<file path="src/rtl/bmp_rle8_encoder_assert.svh">
// ---------------------------------------------------------------------------
// Assertion macros shared by the encoder modules.
// Each macro expects clk and rst to be visible in the calling scope.
// ---------------------------------------------------------------------------
`ifndef BMP_RLE8_ENCODER_ASSERT_SVH
`define BMP_RLE8_ENCODER_ASSERT_SVH

// Same-cycle implication.
`define BRE_ASSERT_IMP(lbl, ante, cons) \
  lbl: assert property (@(posedge clk) disable iff (rst) (ante) |-> (cons)) \
    else $error("bmp_rle8_encoder: assertion failed");

// Next-cycle implication.
`define BRE_ASSERT_NEXT(lbl, ante, cons) \
  lbl: assert property (@(posedge clk) disable iff (rst) (ante) |=> (cons)) \
    else $error("bmp_rle8_encoder: assertion failed");

`endif

</file>
<file path="src/rtl/bre_pkg.sv">
// ---------------------------------------------------------------------------
// bre_pkg
// Types and constants shared by the RLE8 encoder front, queue and back end.
// ---------------------------------------------------------------------------
`default_nettype none

package bre_pkg;

  localparam int LENGTH_BITS = 24;
  localparam int QUEUE_DEPTH = 4;
  localparam int QPTR_W      = $clog2(QUEUE_DEPTH);
  localparam int QCNT_W      = $clog2(QUEUE_DEPTH + 1);

  localparam logic [7:0] RUN_MAX     = 8'd255;
  localparam logic [7:0] ESC_BYTE    = 8'd0;
  localparam logic [7:0] EOL_BYTE    = 8'd0;
  localparam logic [7:0] EOB_BYTE    = 8'd1;

  localparam logic [LENGTH_BITS-1:0] TOTAL_MAX = {LENGTH_BITS{1'b1}};
  // Shortest complete stream: one run pair, end of line, end of bitmap.
  localparam logic [LENGTH_BITS-1:0] MIN_STREAM_BYTES = LENGTH_BITS'(6);

  // One two-byte pair for the back end to emit.
  typedef struct packed {
    logic [7:0] first_byte;
    logic [7:0] second_byte;
    logic       eob;   // pair is the end-of-bitmap marker
    logic       last;  // pair closes the work of its pixel
  } pair_job_t;

endpackage

`default_nettype wire

</file>
<file path="src/rtl/bre_front.sv">
// ---------------------------------------------------------------------------
// bre_front
// Accepts pixels, tracks the open run and queues the pairs each pixel causes.
// ---------------------------------------------------------------------------
`default_nettype none

module bre_front
  import bre_pkg::*;
(
  input  wire logic       clk,
  input  wire logic       rst,
  input  wire logic       in_valid,
  output logic            in_ready,
  input  wire logic [7:0] pixel,
  input  wire logic       row_end,
  input  wire logic       image_end,
  output logic            push_valid,
  input  wire logic       push_ready,
  output pair_job_t       push_job
);

  // Bit positions of the pending job mask, in emit order.
  localparam int JOB_PREV  = 0;
  localparam int JOB_FLUSH = 1;
  localparam int JOB_EOL   = 2;
  localparam int JOB_EOB   = 3;

  logic [7:0] run_count;
  logic [7:0] run_colour;
  logic [3:0] pend;
  logic [7:0] prev_count;
  logic [7:0] prev_colour;
  logic [7:0] flush_count;
  logic [7:0] flush_colour;

  logic       accept;
  logic       push_done;
  logic [3:0] pend_rest;
  logic       run_full;
  logic       run_open;
  logic       run_match;
  logic       emit_prev;
  logic       frame_end;
  logic [7:0] count_next;
  logic [3:0] pend_next;

  always_comb begin
    pend_rest  = pend & (pend - 4'd1);
    push_valid = (pend != 4'd0);
    push_done  = push_valid && push_ready;
    in_ready   = (pend == 4'd0) || (push_done && (pend_rest == 4'd0));
    accept     = in_valid && in_ready;

    push_job             = '0;
    push_job.last        = (pend_rest == 4'd0);
    priority if (pend[JOB_PREV]) begin
      push_job.first_byte  = prev_count;
      push_job.second_byte = prev_colour;
    end else if (pend[JOB_FLUSH]) begin
      push_job.first_byte  = flush_count;
      push_job.second_byte = flush_colour;
    end else if (pend[JOB_EOL]) begin
      push_job.first_byte  = ESC_BYTE;
      push_job.second_byte = EOL_BYTE;
    end else begin
      push_job.first_byte  = ESC_BYTE;
      push_job.second_byte = EOB_BYTE;
      push_job.eob         = pend[JOB_EOB];
    end

    run_full   = (run_count == RUN_MAX);
    run_open   = (run_count != 8'd0);
    run_match  = (run_colour == pixel);
    emit_prev  = run_full || (run_open && !run_match);
    count_next = (run_open && !run_full && run_match) ? run_count + 8'd1 : 8'd1;
    frame_end  = row_end || image_end;

    pend_next            = '0;
    pend_next[JOB_PREV]  = emit_prev;
    pend_next[JOB_FLUSH] = frame_end;
    pend_next[JOB_EOL]   = frame_end;
    pend_next[JOB_EOB]   = image_end;
  end

  always_ff @(posedge clk) begin
    if (rst) begin
      run_count  <= '0;
      run_colour <= '0;
      pend       <= '0;
    end else if (accept) begin
      pend       <= pend_next;
      run_count  <= frame_end ? 8'd0 : count_next;
      run_colour <= image_end ? 8'd0 : pixel;
    end else if (push_done) begin
      pend <= pend_rest;
    end
  end

  // Hold the pair values of the accepted pixel until they are queued.
  always_ff @(posedge clk) begin
    if (accept) begin
      prev_count   <= run_count;
      prev_colour  <= run_colour;
      flush_count  <= count_next;
      flush_colour <= pixel;
    end
  end

endmodule

`default_nettype wire

</file>
<file path="src/rtl/bre_queue.sv">
// ---------------------------------------------------------------------------
// bre_queue
// Short FIFO of pair jobs between the front and the back end.
// ---------------------------------------------------------------------------
`default_nettype none
`include "bmp_rle8_encoder_assert.svh"

module bre_queue
  import bre_pkg::*;
(
  input  wire logic      clk,
  input  wire logic      rst,
  input  wire logic      push_valid,
  output logic           push_ready,
  input  wire pair_job_t push_job,
  output logic           head_valid,
  output pair_job_t      head_job,
  input  wire logic      pop
);

  pair_job_t         slots [QUEUE_DEPTH];
  logic [QPTR_W-1:0] wr_ptr;
  logic [QPTR_W-1:0] rd_ptr;
  logic [QCNT_W-1:0] count;
  logic              push_fire;
  logic              pop_fire;

  always_comb begin
    push_ready = (count != QCNT_W'(QUEUE_DEPTH));
    head_valid = (count != '0);
    head_job   = slots[rd_ptr];
    push_fire  = push_valid && push_ready;
    pop_fire   = pop && head_valid;
  end

  always_ff @(posedge clk) begin
    if (rst) begin
      wr_ptr <= '0;
      rd_ptr <= '0;
      count  <= '0;
    end else begin
      if (push_fire) begin
        wr_ptr <= wr_ptr + QPTR_W'(1);
      end
      if (pop_fire) begin
        rd_ptr <= rd_ptr + QPTR_W'(1);
      end
      if (push_fire && !pop_fire) begin
        count <= count + QCNT_W'(1);
      end else if (pop_fire && !push_fire) begin
        count <= count - QCNT_W'(1);
      end
    end
  end

  always_ff @(posedge clk) begin
    if (push_fire) begin
      slots[wr_ptr] <= push_job;
    end
  end

  `BRE_ASSERT_NEXT(a_count_up, push_fire && !pop_fire, count == $past(count) + QCNT_W'(1))
  `BRE_ASSERT_NEXT(a_count_down, pop_fire && !push_fire, count == $past(count) - QCNT_W'(1))
  `BRE_ASSERT_IMP(a_ptr_gap, count == '0, wr_ptr == rd_ptr)

endmodule

`default_nettype wire

</file>
<file path="src/rtl/bre_back.sv">
// ---------------------------------------------------------------------------
// bre_back
// Emits queued pairs one byte a cycle unless stalled; keeps saturating byte total.
// ---------------------------------------------------------------------------
`default_nettype none
`include "bmp_rle8_encoder_assert.svh"

module bre_back
  import bre_pkg::*;
(
  input  wire logic                   clk,
  input  wire logic                   rst,
  input  wire logic                   head_valid,
  input  wire pair_job_t              head_job,
  output logic                        pop,
  output logic                        out_valid,
  input  wire logic                   out_ready,
  output logic [7:0]                  out_byte,
  output logic                        item_last,
  output logic                        stream_end,
  output logic [LENGTH_BITS-1:0]      total_length
);

  logic                   phase;      // 0: first byte of the pair, 1: second
  logic [LENGTH_BITS-1:0] byte_total;

  logic                   take;
  logic                   end_byte;
  logic [7:0]             byte_sel;
  logic [LENGTH_BITS-1:0] total_inc;

  always_comb begin
    take      = head_valid && (!out_valid || out_ready);
    end_byte  = phase && head_job.eob;
    byte_sel  = phase ? head_job.second_byte : head_job.first_byte;
    total_inc = (byte_total == TOTAL_MAX) ? byte_total : byte_total + LENGTH_BITS'(1);
    pop       = take && phase;
  end

  always_ff @(posedge clk) begin
    if (rst) begin
      out_valid  <= 1'b0;
      phase      <= 1'b0;
      byte_total <= '0;
    end else if (take) begin
      out_valid  <= 1'b1;
      phase      <= !phase;
      // restart the count once the end-of-bitmap byte is out
      byte_total <= end_byte ? '0 : total_inc;
    end else if (out_ready) begin
      out_valid <= 1'b0;
    end
  end

  always_ff @(posedge clk) begin
    if (take) begin
      out_byte     <= byte_sel;
      item_last    <= phase && head_job.last;
      stream_end   <= end_byte;
      total_length <= end_byte ? total_inc : '0;
    end
  end

  `BRE_ASSERT_IMP(a_end_is_last, out_valid && stream_end, item_last)
  `BRE_ASSERT_IMP(a_pair_held, phase, head_valid)
  `BRE_ASSERT_IMP(a_min_total, out_valid && stream_end, total_length >= MIN_STREAM_BYTES)

endmodule

`default_nettype wire

</file>
<file path="src/rtl/bmp_rle8_encoder.sv">
// Path: a pixel's pairs pass the front's pending mask, a FIFO slot and the output register.
// Throughput: one output byte per cycle while pairs wait and m_axis_tready is high; a pixel
// closing a run adds a pair, one that only extends a run adds none. The back end's single
// byte port sets this. The front queues one pair per cycle while the FIFO has room and takes
// the next pixel with its last pair; a pixel's pairs (up to 4, 8 bytes) hold input till then.
// Reset: synchronous, clears run state, FIFO, byte total and output valid.
// ---------------------------------------------------------------------------
// bmp_rle8_encoder
// BMP RLE8 encoded-mode compressor with end-of-line and end-of-bitmap codes.
// ---------------------------------------------------------------------------
`default_nettype none

module bmp_rle8_encoder
  import bre_pkg::*;
(
  input  wire logic        clk,
  input  wire logic        rst,
  input  wire logic        s_axis_tvalid,
  output logic             s_axis_tready,
  input  wire logic [7:0]  s_axis_tdata,   // [7:0] pixel
  input  wire logic        s_axis_tlast,   // row_end
  input  wire logic        s_axis_tuser,   // [0] image_end
  output logic             m_axis_tvalid,
  input  wire logic        m_axis_tready,
  output logic [31:0]      m_axis_tdata,   // [7:0] out_byte, [31:8] total_length
  output logic             m_axis_tlast,   // item_last
  output logic             m_axis_tuser    // [0] stream_end
);

  logic                   push_valid;
  logic                   push_ready;
  pair_job_t              push_job;
  logic                   head_valid;
  pair_job_t              head_job;
  logic                   pop;
  logic [7:0]             out_byte;
  logic [LENGTH_BITS-1:0] total_length;

  bre_front u_front (
    .clk        (clk),
    .rst        (rst),
    .in_valid   (s_axis_tvalid),
    .in_ready   (s_axis_tready),
    .pixel      (s_axis_tdata),
    .row_end    (s_axis_tlast),
    .image_end  (s_axis_tuser),
    .push_valid (push_valid),
    .push_ready (push_ready),
    .push_job   (push_job)
  );

  bre_queue u_queue (
    .clk        (clk),
    .rst        (rst),
    .push_valid (push_valid),
    .push_ready (push_ready),
    .push_job   (push_job),
    .head_valid (head_valid),
    .head_job   (head_job),
    .pop        (pop)
  );

  bre_back u_back (
    .clk          (clk),
    .rst          (rst),
    .head_valid   (head_valid),
    .head_job     (head_job),
    .pop          (pop),
    .out_valid    (m_axis_tvalid),
    .out_ready    (m_axis_tready),
    .out_byte     (out_byte),
    .item_last    (m_axis_tlast),
    .stream_end   (m_axis_tuser),
    .total_length (total_length)
  );

  assign m_axis_tdata = {total_length, out_byte};

endmodule

`default_nettype wire
</file>
<file path="config.mk">
export PLATFORM = sky130hd
export DESIGN_NAME = bmp_rle8_encoder
export DESIGN_NICKNAME = d
export VERILOG_FILES = /design/src/rtl/bre_pkg.sv /design/src/rtl/bre_front.sv /design/src/rtl/bre_queue.sv /design/src/rtl/bre_back.sv /design/src/rtl/bmp_rle8_encoder.sv
export VERILOG_INCLUDE_DIRS = /design/src /design/src/rtl
export SDC_FILE = /design/constraint.sdc
export NUM_CORES = 1
export LEC_CHECK = 0
export BUFFER_PORTS_ARGS = -buffer_cell sky130_fd_sc_hd__buf_2
export CAP_MARGIN = 20
export CORE_MARGIN = 5
export CORE_UTILIZATION = 55
export CTS_CLUSTER_SIZE = 40
export DETAILED_ROUTE_END_ITERATION = 6
export GPL_ROUTABILITY_DRIVEN = 1
export MAX_ROUTING_LAYER = met4
export PLACE_DENSITY = 0.7
export RECOVER_POWER = 25
export SYNTH_ARGS = -nofsm -noshare
export SYNTH_HDL_FRONTEND = slang
export SYNTH_SLANG_ARGS = --single-unit
</file>
<file path="constraint.sdc">
create_clock -name clk -period 9.02 [get_ports clk]
set_clock_uncertainty 0.05 [all_clocks]
set_input_delay 1.353 -clock clk [delete_from_list [all_inputs] [get_ports clk]]
set_output_delay 1.353 -clock clk [all_outputs]
set_load 0.02 [all_outputs]
</file>
After elaboration in Yosys (flattened, before gate mapping)
Memories as Yosys holds them, arrays and structs flattened. A register that Yosys moved wholly into a read port is not among the register bits.
Index checks and enable logic that the tools add are counted.
- register bits after elaboration: 119
- bits in writable memories: 72
- output and inout port bits: 36
- memories kept: 1
- add/sub/neg operators: 7
- equal/unequal tests: 4
- multiplexer cells: 22
- bitwise logic cells: 1
- reductions and logical operators: 31
- memories (name ; words ; bits a word ; read ports ; clocked after Yosys merged registers in ; wr ports ; RTL line ; RTL):
    u_queue.slots ; 4 ; 18 ; 1 ; 1 ; 1 ; bre_queue.sv:21 ; pair_job_t slots [QUEUE_DEPTH];
- operator list (operator ; count):
    24-bit 2-to-1 mux ; 2
    16-bit 2-to-1 mux ; 2
    8-bit 2-to-1 mux ; 4
    24-bit by 1-bit adder with 24-bit output, second input constant ; 1
    24-bit equality test, second input constant ; 1
    1-bit logical AND ; 13
    8-bit by 1-bit adder with 8-bit output, second input constant ; 1
    8-bit equality test ; 1
    8-bit equality test, second input constant ; 1
    4-bit logical NOT ; 2
    1-bit 2-to-1 mux ; 8
    4-bit 2-to-1 mux ; 2
    8-bit nonzero test ; 1
    1-bit logical NOT ; 6
    3-bit 2-to-1 mux ; 2
    2-bit nonzero test ; 3
    2-bit by 1-bit adder with 2-bit output, second input constant ; 2
    4-bit bitwise AND ; 1
    1-bit logical OR ; 4
    2-bit 2-to-1 mux ; 2
    4-bit nonzero test ; 1
    4-bit by 1-bit subtractor with 4-bit output, second input constant ; 1
    3-bit by 1-bit adder with 3-bit output, second input constant ; 1
    3-bit inequality test, second input constant ; 1
    2 further kinds ; 2

Logic depth before layout (Yosys ltp)
- depth after elaboration: 8
- gate-level depth with buffers: 11

Modules after synthesis
From an unflattened synthesis, not the netlist that was laid out.
- cells, all modules: 678
- area, all modules: 8624.5 sq um
- by module, submodules not included (module ; times used ; cells an instance ; area an instance (sq um) ; sequential area each (sq um)):
    bre_queue ; 1 ; 142 ; 3119.2 ; 2342.2
    bre_back ; 1 ; 304 ; 3041.7 ; 1541.5
    bre_front ; 1 ; 232 ; 2463.6 ; 1361.3

Least setup slack after synthesis
Ideal clock, no wire load.
- path kind: input to register
- start point: input m_axis_tready
- end point: register u_queue.count[2]
- arrival: 3676 ps
- path slack: 5224 ps
- stages: 11
- buffers on the path: 1
- cells stage by stage: nor2b_1 or2_2 clkbuf_1 inv_2 nand2_1 ha_1 inv_1 fa_1 xor2_1 or3_1 a21oi_1
- word-level cells in the longest chain between the ends: 7
- ends and longest elaborated chain (item ; RTL line ; RTL):
    from (decl) ; bmp_rle8_encoder.sv:24 ; input wire logic m_axis_tready,
    1-bit logical OR * ; bre_back.sv:33 ; take = head_valid && (!out_valid || out_ready);
    1-bit logical AND * ; bre_back.sv:33 ;
    via u_back.take ; bre_back.sv:27 ; logic take;
    1-bit logical AND * ; bre_back.sv:37 ; pop = take && phase;
    1-bit logical AND * ; bre_queue.sv:33 ; pop_fire = pop && head_valid;
    1-bit logical NOT ; bre_queue.sv:48 ; if (push_fire && !pop_fire) begin
    1-bit logical AND ; bre_queue.sv:48 ;
    3-bit 2-to-1 mux or 2-bit nonzero test (tied branches) ; n/a ;
    to (signal assigned) ; bre_queue.sv:49 ; count <= count + QCNT_W'(1);
    to (signal assigned) ; bre_queue.sv:51 ; count <= count - QCNT_W'(1);
    to (decl) ; bre_queue.sv:24 ; logic [QCNT_W-1:0] count;
The timed path passes the listed nets; every way through them passes the cells marked *.
A chain may end at the register's enable or synchronous reset.

==> impl_metrics.csv <==
group,metric,value,unit
floorplanning,die_area,17800,um2
clocking,clk_path_buf_depth,2,
global_routing,grt_overflow,0,
global_routing,grt.total_usage,19.9,%
final_layout,mostFrequentLayoutCells,"edfxtp_1, dfxtp_1, nor2_1",
global_routing,antenna_found_initial,0,
timing,maxSlewViolCount,37,
timing,tightest_slew,1.77,ns
run,maxCapViolations,1,
final_layout,area_delta_synth_final,11.7,%
final_layout,final_common_cell,"edfxtp_1",
placement,globalplace.congestion,0.875,
logic_synthesis,synth-edff-count,138,
route,vias,5294,
worst_setup_path,path_cells,"clkbuf_1 -> clkinv_1 -> nand2_1 -> o21ai_0 -> a22o_1",
logic_synthesis,synth_ff_type,"edfxtp_1",
outcome,outcome,"complete, but fails checks",
worst_setup_path,path_buf_inv,2,
route,post_drt_via_cell_ratio,5.96,
logic_synthesis,yosysSeqAreaShare,62.6,%
clocking,clk_root_buffer_cell,"clkbuf_16",
final_layout,drive_gt1_share,15.4,%
clocking,cts_tree,"built",
worst_setup_path,required,9.30,ns
floorplanning,start_util,55.5,%
route,wl_per_cell,18.7,um
clocking,hold_buffers,0,
logic_synthesis,yosysUniqueCellTypes,60,
power,ir_drop,0.143,mV
final_layout,diodes,0,
logic_synthesis,synth_nets,672,
logic_synthesis,synth_cells,649,
clocking,insertion_delay,0.44,ns
floorplanning,core_area,15100,um2
placement,numPortBuffers,49,
timing,layout_setup_ws,4.80,ns
worst_setup_path,slowest_delay,1.25,ns
power,p_leak,3.11,nW
worst_setup_path,critPathLaunchType,"input port",
floorplanning,die_h,133,um
worst_setup_path,cpMaxStageDelayCell,"clkbuf_1",
logic_synthesis,netlist_area,8380,um2
worst_setup_path,crit_type,"input port to flip-flop",
worst_hold_path,hold_class,"flip-flop to flip-flop",
worst_setup_path,crit_fanout,36,
clocking,ctsHtreeMaxLevel,4,
global_routing,grt_pass1_vias,5152,
placement,dpl.cell_count,853,
logic_synthesis,synth_warnings,0,
floorplanning,die_w,133,um
clocking,cts_resized,0,
worst_setup_path,arrival,4.49,ns
clocking,cts_inserted_buffers,17,
logic_synthesis,ys_ff_latch,193,
floorplanning,rows,45,
timing,grt_setup_unrepaired,"false",
clocking,clkTransAtPathRegs,0.07,ns
logic_synthesis,synthArstFlopShare,0,%
outcome,failed_checks,"max-capacitance violations, max-slew violations",
power,power.density,293,nW/um2
route,drtIter0Drc,421,
timing,finalCritPeriodShare,46.7,%
timing,finalHoldViolCount,0,
clocking,cts_setup_buffers,0,
timing,setup_tns,0,ns
placement,dpl_worst_slack,4.90,ns
timing,setup_viol,0,
timing,max_clock_freq,0.237,GHz
final_layout,final_cells,888,
global_routing,grt_max_degree,52,
worst_setup_path,crit_path_end_kind,"flip-flop",
global_routing,grt_pass1_wl,27000,um
timing,relSlewSlack,-18.1,%
logic_synthesis,avgSynthCellArea,12.9,um2
final_layout,fin_util,62.0,%
route,drcViolationCount,0,
route,wirelength,16600,um
route,dr.pass1.iters,5,
worst_setup_path,crit_start,"rst",
clocking,cts_sinks,193,
floorplanning,io_pins,50,
worst_setup_path,worst_path_dominant_cell_family,"buffers and inverters",
route,antenna_left,0,
worst_setup_path,worstReg2RegStart,"u_front.pend[0]",
final_layout,finalNetCount,710,
placement,dp_hpwl,10800,um
worst_hold_path,worstHoldStart,"u_front.run_colour[6]",
timing,period_needed,4.22,ns
-- kinds of logic after synthesis --
logic type | count (synthesis) | share of synthesized area, %
adder cells (fa/ha/maj) | 10 | 1.57
flip-flops | 193 | 62.6
AND/OR/NAND/NOR | 188 | 11.4
multiplexers | 30 | 6.66
AO/OA/AOI/OAI | 124 | 10.2
buffers and inverters | 64 | 3.29
XOR/XNOR | 40 | 4.18
-- worst register-to-register path, stage by stage, from the launching register on --
cell	delay [ns]
dfxtp_1	0.88
nor2_1	0.29
a21oi_1	0.52
ha_1	0.28
inv_1	0.07
fa_1	0.38
xor2_1	0.18
or3_1	0.31
a21oi_1	0.15
-- path summary, 6_finish.rpt --
| check | endpoint | slack, ns | cells past startpoint |
|---|---|---|---|
| max reg2reg | u_queue.count[2] | 5.82 | 8 |
| min reg2reg | u_front.run_colour[6] | 0.44 | 2 |
| max | u_back.byte_total[20] | 4.80 | 5 |
| min | u_front.run_colour[6] | 0.44 | 2 |
-- area by class of cell --
| type | count | area (um2) |
|---|---|---|
| fillers | 1176 | 5740 |
| flip-flops and latches | 193 | 5250 |
| multi-input cells | 392 | 2860 |
| clock buffers | 19 | 443 |
| repair buffers | 56 | 287 |
| well taps | 188 | 235 |
| clock inverters | 13 | 186 |
| inverters | 27 | 101 |
-- cells in the mapped netlist, types with 4 or more instances --
cell type / instances / area share [%]
edfxtp_1: 138 / 49
dfxtp_1: 55 / 13
nor2_1: 53 / 2.4
nand2_1: 38 / 1.7
a21oi_1: 37 / 2.2
xnor2_1: 32 / 3.3
inv_1: 24 / 1.1
clkbuf_1: 21 / 0.94
o21ai_0: 20 / 1.2
nand4_1: 18 / 1.3
a31oi_1: 17 / 1.3
a22o_1: 16 / 1.7
nand3_1: 16 / 0.96
mux4_2: 12 / 3.2
nand3b_1: 11 / 0.99
and2_1: 10 / 0.75
buf_2: 10 / 0.60
ha_1: 8 / 1.2
mux2_2: 8 / 1.1
nor3_1: 8 / 0.48
xor2_1: 8 / 0.84
or3_1: 7 / 0.52
mux4_1: 6 / 1.9
nor4_1: 6 / 0.45
a211oi_1: 5 / 0.45
a32oi_1: 5 / 0.52
and4_1: 5 / 0.52
and3_1: 4 / 0.30
mux2i_1: 4 / 0.48
o32ai_1: 4 / 0.42
-- stage by stage --
stage	total power, mW	area [um2]	hold WS (ns)
2_1_floorplan	1.77	8380	0.356
3_3_place_gp	1.93	8710	0.410
3_5_place_dp	1.97	8710	0.415
4_1_cts	2.76	9340	0.436
5_1_grt	2.87	9350	0.451
6_report	2.74	9350	0.437
-- metal layers --
layer | GRT usage [%] | part of all wire (%)
met2 | 31.5 | 49
met3 | 3.85 | 3.8
met4 | 7.03 | 2.0
met1 | 25.9 | 45
met5 | - | 0
-- sequential cells by signal, indices dropped and copies added, names as in the netlist, named ones only --
register              cells
u_front.prev_count        8
u_queue.wr_ptr            2
u_queue.rd_ptr            2
u_front.run_count         8
u_front.flush_colour      8
u_back.byte_total        24
u_queue.count             3
u_back.total_length      24
u_queue.slots            72
u_back.out_valid          1
u_back.stream_end         1
u_back.out_byte           8
u_front.pend              4
u_front.flush_count       8
u_back.item_last          1
u_back.phase              1
u_front.run_colour        8
u_front.prev_colour       8
-- where the power goes --
part           internal [mW]  switching [mW]
Combinational          0.224           0.427
Clock                  0.472           0.323
Sequential              1.21          0.0802
Note: power is estimated with default switching activity, not from simulation.
